`src/hw/rtl/rmss_pkg.sv`:
```
// shared constants, codes and control types for the range max subarray sum unit
package rmss_pkg;

  // store geometry
  localparam int DEPTH   = 1024;
  localparam int ADDR_W  = $clog2(DEPTH);
  localparam int DEPTH_W = $clog2(DEPTH + 1);

  // item field widths
  localparam int IDX_W   = 10;
  localparam int VAL_W   = 32;
  localparam int RANGE_W = 11;
  localparam int SUM_W   = 48;

  // packed stream widths
  localparam int IN_DATA_W  = 64;
  localparam int OUT_DATA_W = 48;

  // most negative sum, reported for an empty range
  localparam logic signed [SUM_W-1:0] SUM_MOST_NEG = {1'b1, {(SUM_W-1){1'b0}}};

  // item kinds carried on in_tuser
  typedef enum logic {
    OP_WRITE = 1'b0,
    OP_QUERY = 1'b1
  } opcode_t;

  // controller states
  typedef enum logic [1:0] {
    ST_IDLE,
    ST_SCAN,
    ST_FLUSH,
    ST_DONE
  } state_t;

  // controller to datapath
  typedef struct packed {
    logic wr_en;     // store the write transfer's element
    logic start;     // latch the query range and clear the accumulators
    logic issue;     // read the element at the scan address and step it
    logic load_out;  // move the finished result into the output register
  } dp_cmd_t;

  // datapath to controller
  typedef struct packed {
    logic range_empty;  // clamped range of the incoming query holds nothing
    logic issue_last;   // scan address sits on the last element of the range
    logic out_busy;     // output register holds a result that is not taken now
  } dp_status_t;

endpackage

```
`src/hw/rtl/rmss_ctrl.sv`:
```
// controller state machine that sequences writes, range scans and result hand-off
module rmss_ctrl
  import rmss_pkg::*;
(
  input  logic       clk,
  input  logic       rst_n,
  input  logic       in_tvalid,
  output logic       in_tready,
  input  opcode_t    opcode,
  input  dp_status_t status,
  output dp_cmd_t    cmd
);

  state_t state_r;
  state_t state_nxt;
  logic   in_fire;

  // state register
  always_ff @(posedge clk) begin
    if (!rst_n) begin
      state_r <= ST_IDLE;
    end else begin
      state_r <= state_nxt;
    end
  end

  // next state and commands
  always_comb begin
    state_nxt    = state_r;
    in_tready    = 1'b0;
    cmd          = '0;
    in_fire      = 1'b0;
    case (state_r)
      ST_IDLE: begin
        in_tready = 1'b1;
        in_fire   = in_tvalid;
        if (in_fire) begin
          if (opcode == OP_WRITE) begin
            cmd.wr_en = 1'b1;
          end else begin
            cmd.start = 1'b1;
            state_nxt = status.range_empty ? ST_DONE : ST_SCAN;
          end
        end
      end
      ST_SCAN: begin
        cmd.issue = 1'b1;
        if (status.issue_last) begin
          state_nxt = ST_FLUSH;
        end
      end
      ST_FLUSH: begin
        // last element read is folded into the sums at this edge
        state_nxt = ST_DONE;
      end
      ST_DONE: begin
        if (!status.out_busy) begin
          cmd.load_out = 1'b1;
          state_nxt    = ST_IDLE;
        end
      end
      default: begin
        state_nxt = ST_IDLE;
      end
    endcase
  end

endmodule

```
`config.mk`:
```
export PLATFORM = sky130hd
export DESIGN_NAME = rmss_ctrl
export DESIGN_NICKNAME = d
export VERILOG_FILES = /design/src/hw/rtl/rmss_pkg.sv /design/src/hw/rtl/rmss_ctrl.sv
export SDC_FILE = /design/constraint.sdc
export NUM_CORES = 1
export LEC_CHECK = 0
export BUFFER_PORTS_ARGS = -buffer_cell sky130_fd_sc_hd__clkbuf_2
export CAP_MARGIN = 20
export CORE_AREA = 2 2 39 41
export DETAILED_ROUTE_END_ITERATION = 7
export DIE_AREA = 0 0 41 43
export PLACE_DENSITY_LB_ADDON = 0.2
export SLEW_MARGIN = 20
export SYNTH_ARGS = -nofsm -noshare
export SYNTH_HDL_FRONTEND = slang
export SYNTH_SLANG_ARGS = --single-unit
```
`constraint.sdc`:
```
create_clock -name clk -period 1.67 [get_ports clk]
set_clock_uncertainty 0.2 [all_clocks]
set_input_delay 0.0835 -clock clk [delete_from_list [all_inputs] [get_ports clk]]
set_output_delay 0.0835 -clock clk [all_outputs]
set_load 0.05 [all_outputs]
```
==> results summary <==
The remaining routing DRC violations came out at 0. The endpoint kind of the worst setup timing path is a flip-flop. For this run, the leading register cell type out of synthesis is sky130_fd_sc_hd__dfxtp_1. In the synthesized netlist, the cells that appear most often are sky130_fd_sc_hd__ha_1 (4), sky130_fd_sc_hd__nand2_1 (4), sky130_fd_sc_hd__dfxtp_1 (2), sky130_fd_sc_hd__inv_1 (2). The instance area at placement is 282.8 µm². The worst register-to-register path has a setup slack of between 0.09 and 0.1 ns. The worst hold slack came out at ~0.0095 ns. The multiplexer share of the synthesized area came out at 10.63%. The clock latency on the worst-skew pair is around 0.22 ns.

The detailed router used layers up to and including met3. The effective utilization at floorplan came out at ~14%. The buffer type at the clock tree root is sky130_fd_sc_hd__clkbuf_4. The number of flip-flops in the largest register came out at 2. The number of nets handed over by synthesis was 32. The die is around 43 µm tall. Summed over its instances, the top area cell type makes up between 20 and 30% of the synthesized netlist area.

The TritonCTS buffer count is 3. The number of violations reported at the end of detailed-routing iteration 0 is 2. The worst-case vdd ir drop is ~520 µV. The largest stage delay on the critical path is 0.37 ns. Summing the areas of all compound-gate instances in the mapped netlist gives 18.12% of the synthesized area. The number of endpoints failing setup at the final stage came out at 0. The final count of pins violating max slew came out at 0.

The flow ran to the end, and the final reports show no timing, DRC or antenna violations. The total wire length after detailed routing came out at roughly 450 µm. At the end of routability-driven placement, the weighted congestion stood at about 0.57.

The number of maximum-capacitance constraint violations is 0. The area inside the core boundary is between 0.001 and 0.0015 mm². The post-layout total power came out at between 600 and 700 µW. The number of H-tree levels is 1. The power density normalized to cell area came out at a little over 2000 mW/mm². Summing over every cut layer, the via total after detailed routing is between 150 and 200. Setup repair after global routing left no endpoint under its margin. The arrival time at the worst endpoint came out at between 1 and 1.5 ns. In this run the tool buffered the top-level ports with 11 buffer cells.

The standby leakage power is around 0.17 nW. The length of routed met3 wiring is 28 µm. The row count is 14. The measured slew at the worst slew-check pin is roughly 0.28 ns. The basic-gate share of the synthesized area counting and, or, nand and nor cells is around 22%. The data required time of the critical path came out at between 1.5 and 2 ns.

The worst setup path is launched from a flip-flop. The post-synthesis adder-cell area fraction came out at 25.00%. The final instance area is 330.3 µm². In this run the most critical hold path is launched from status[0]. The fraction of final layout cells sized beyond drive strength 1 is a little over half. The number of register bits inferred by synthesis is 2. The cell count of the worst reg-to-reg path is 5. The total number of nets in the final design is approximately 50. The largest total area in the synthesized netlist belongs to sky130_fd_sc_hd__ha_1. The initial antenna violation count is 0. The met1 routed wirelength after detailed routing came out at roughly 170 µm. The largest registers in the layout are state_r (2). The routed wire length on met2 came out at approximately 260 µm. By area the synthesized netlist is led by sky130_fd_sc_hd__ha_1 (25%), sky130_fd_sc_hd__dfxtp_1 (20%), sky130_fd_sc_hd__a221oi_2 (7.5%). The maximum net fanout on the critical path is 4. The number of global-route vias before repair is between 200 and 250.

Compared with the post-synthesis result, the final layout area differs by 65.00%. The post-detailed-route wirelength per cell came out at roughly 8.7 µm. The number of clock sinks is 2. Walking the worst path, the cells encountered are inv_1 -> ha_2 -> nor2b_4 -> a2111o_1 -> o211a_1. The final core area utilization is about a quarter. For this run, the number of Yosys warnings is 0. Buffers added to address setup during post-CTS repair amount to 0.

After synthesis, the largest family of logic cells by area is adder cells. The cell depth of the worst min-delay path is 3. The setup path with the least slack is of type reg -> reg. Counting flops with an async set or reset pin after synthesis yields a share of 0%. The per-instance average area after synthesis came out at approximately 9.5 µm². The number of enable flip-flop cells after synthesis is 0. The relative max-transition margin is between 80% and 90%. For this run, the total global-route usage over all layers was measured as approximately 6.9%. The share of the cycle needed by the critical path after routing is 94.39%. Grouping stages by cell kind, the critical path spends the most delay in compound AO/OA/AOI/OAI gates.

Detailed placement finished with a half-perimeter wire length of ~390 µm. The maximum clock frequency is 634.4 MHz. The number of fill cells is approximately 170.

The minimum clock period is about 1.6 ns. On the critical path, the stage with the largest delay is an instance of sky130_fd_sc_hd__dfxtp_1. The class of the worst hold path is in -> reg. The launching point of the worst reg2reg path is state_r[1]. The total overflow left after global routing is 0. In this run the cell area of the synthesized design comes to 200.2 µm².

The number of buffers and inverters on the critical path is 1. The capture endpoint of the worst hold path is state_r[1]. The clock transition time at the flip-flop clock pins of the worst setup and hold paths is roughly 0.03 ns. The CTS tree is done. The fraction of synthesized cell area in xor and xnor cells came out at 0%. The first global-routing pass estimated around 780 µm of wire. The maximum buffer depth of the clock tree came out at 2. The die footprint is about 0.0018 mm². The number of top-level pins is 12. Measured along the x axis, the die boundary spans ~41 µm. Before antenna repair, the detailed router went through 2 iterations. The register name with the most flops is state_r. Counting distinct cell types in the post-synthesis netlist gives 13. The pin count of the biggest net entering global routing came out at 7. The part of the Yosys area used for sequential elements came out at roughly a fifth. The total negative slack is 0 ns. The repair_antennas step left the layout with diodes totalling 0.

The remaining antenna violation count came out at 0. The worst register-to-register path ends at state_r[0]. The synthesized instance count is 21.

The total count of hold-check failures in the final report is 0. The via-per-instance ratio came out at approximately 3.8.
cell families (layout without fill, tap and decap cells):
group           after synthesis  count (layout)
compound gates                3               3
fa+ha+maj                     4               4
buf+inv                       2              17
flops                         2               2
mux                           2               2
simple gates                  8               8
area by class of cell:
class,instances,area (µm²),area share [%]
clock buffer,3,22.52,6.818
multi-input combinational,17,170.2,51.52
inverter,2,7.507,2.273
timing repair buffer,12,70.07,21.21
sequential,2,40.04,12.12
tap,16,20.02,6.061
where the power goes:
| group | internal [mW] | switching (mW) |
|---|---|---|
| combinational | 0.176 | 0.288 |
| sequential | 0.0716 | 0.0242 |
| clock | 0.0792 | 0.0263 |
stage by stage:
step                cells  setup WS [ns]
finish                 52        0.09372
global route           52        0.02717
CTS                    52        0.04649
detailed placement     48         0.1076
global placement       48         0.1270
floorplan              21        0.03507
how the worst max path moves through the flow:
stage | depth (start not counted) | start | slack, ns | endpoint
after floorplan | 5 | state_r[1] | 0.04 | state_r[0]
after CTS | 5 | state_r[1] | 0.05 | cmd[3]
after detailed placement | 5 | state_r[1] | 0.11 | state_r[0]
after global routing | 5 | state_r[1] | 0.03 | state_r[0]
after global placement | 5 | state_r[1] | 0.13 | state_r[0]
final | 5 | state_r[1] | 0.09 | state_r[0]
worst register-to-register path: stages (launching register included):
cell and delay, ns:
sky130_fd_sc_hd__dfxtp_1 0.37, sky130_fd_sc_hd__inv_1 0.10, sky130_fd_sc_hd__ha_2 0.18, sky130_fd_sc_hd__nor2b_4 0.12
sky130_fd_sc_hd__a2111o_1 0.37, sky130_fd_sc_hd__o211a_1 0.12
per-layer routing:
| layer | up-vias | global-route usage, % |
|---|---|---|
| met5 | - | 0 |
| met4 | 0 | 6.000 |
| met3 | 0 | 3.141 |
| met2 | 5 | 10.63 |
| met1 | 87 | 6.349 |
| li1 | 105 | - |
cells in the final DEF (no fill, tap or decap):
master,n
sky130_fd_sc_hd__ha_4,1
sky130_fd_sc_hd__nor2b_4,1
sky130_fd_sc_hd__a221oi_2,1
sky130_fd_sc_hd__mux2_1,1
sky130_fd_sc_hd__nand2_1,4
sky130_fd_sc_hd__nor2b_1,1
sky130_fd_sc_hd__clkbuf_2,9
sky130_fd_sc_hd__and3_1,1
sky130_fd_sc_hd__ha_2,1
sky130_fd_sc_hd__a2111o_1,1
sky130_fd_sc_hd__dfxtp_1,2
sky130_fd_sc_hd__inv_1,2
sky130_fd_sc_hd__o211a_1,1
sky130_fd_sc_hd__dlygate4sd3_1,1
sky130_fd_sc_hd__ha_1,2
sky130_fd_sc_hd__clkbuf_4,5
sky130_fd_sc_hd__mux2i_1,1
sky130_fd_sc_hd__nor2_2,1
repair_timing:
action	CTS	global route
endpoints found under the setup margin	0	2
endpoints found under the hold margin	2	0
hold buffers	1	0
gates resized for setup	0	5
No activity file was read; power rests on OpenSTA's default activity.
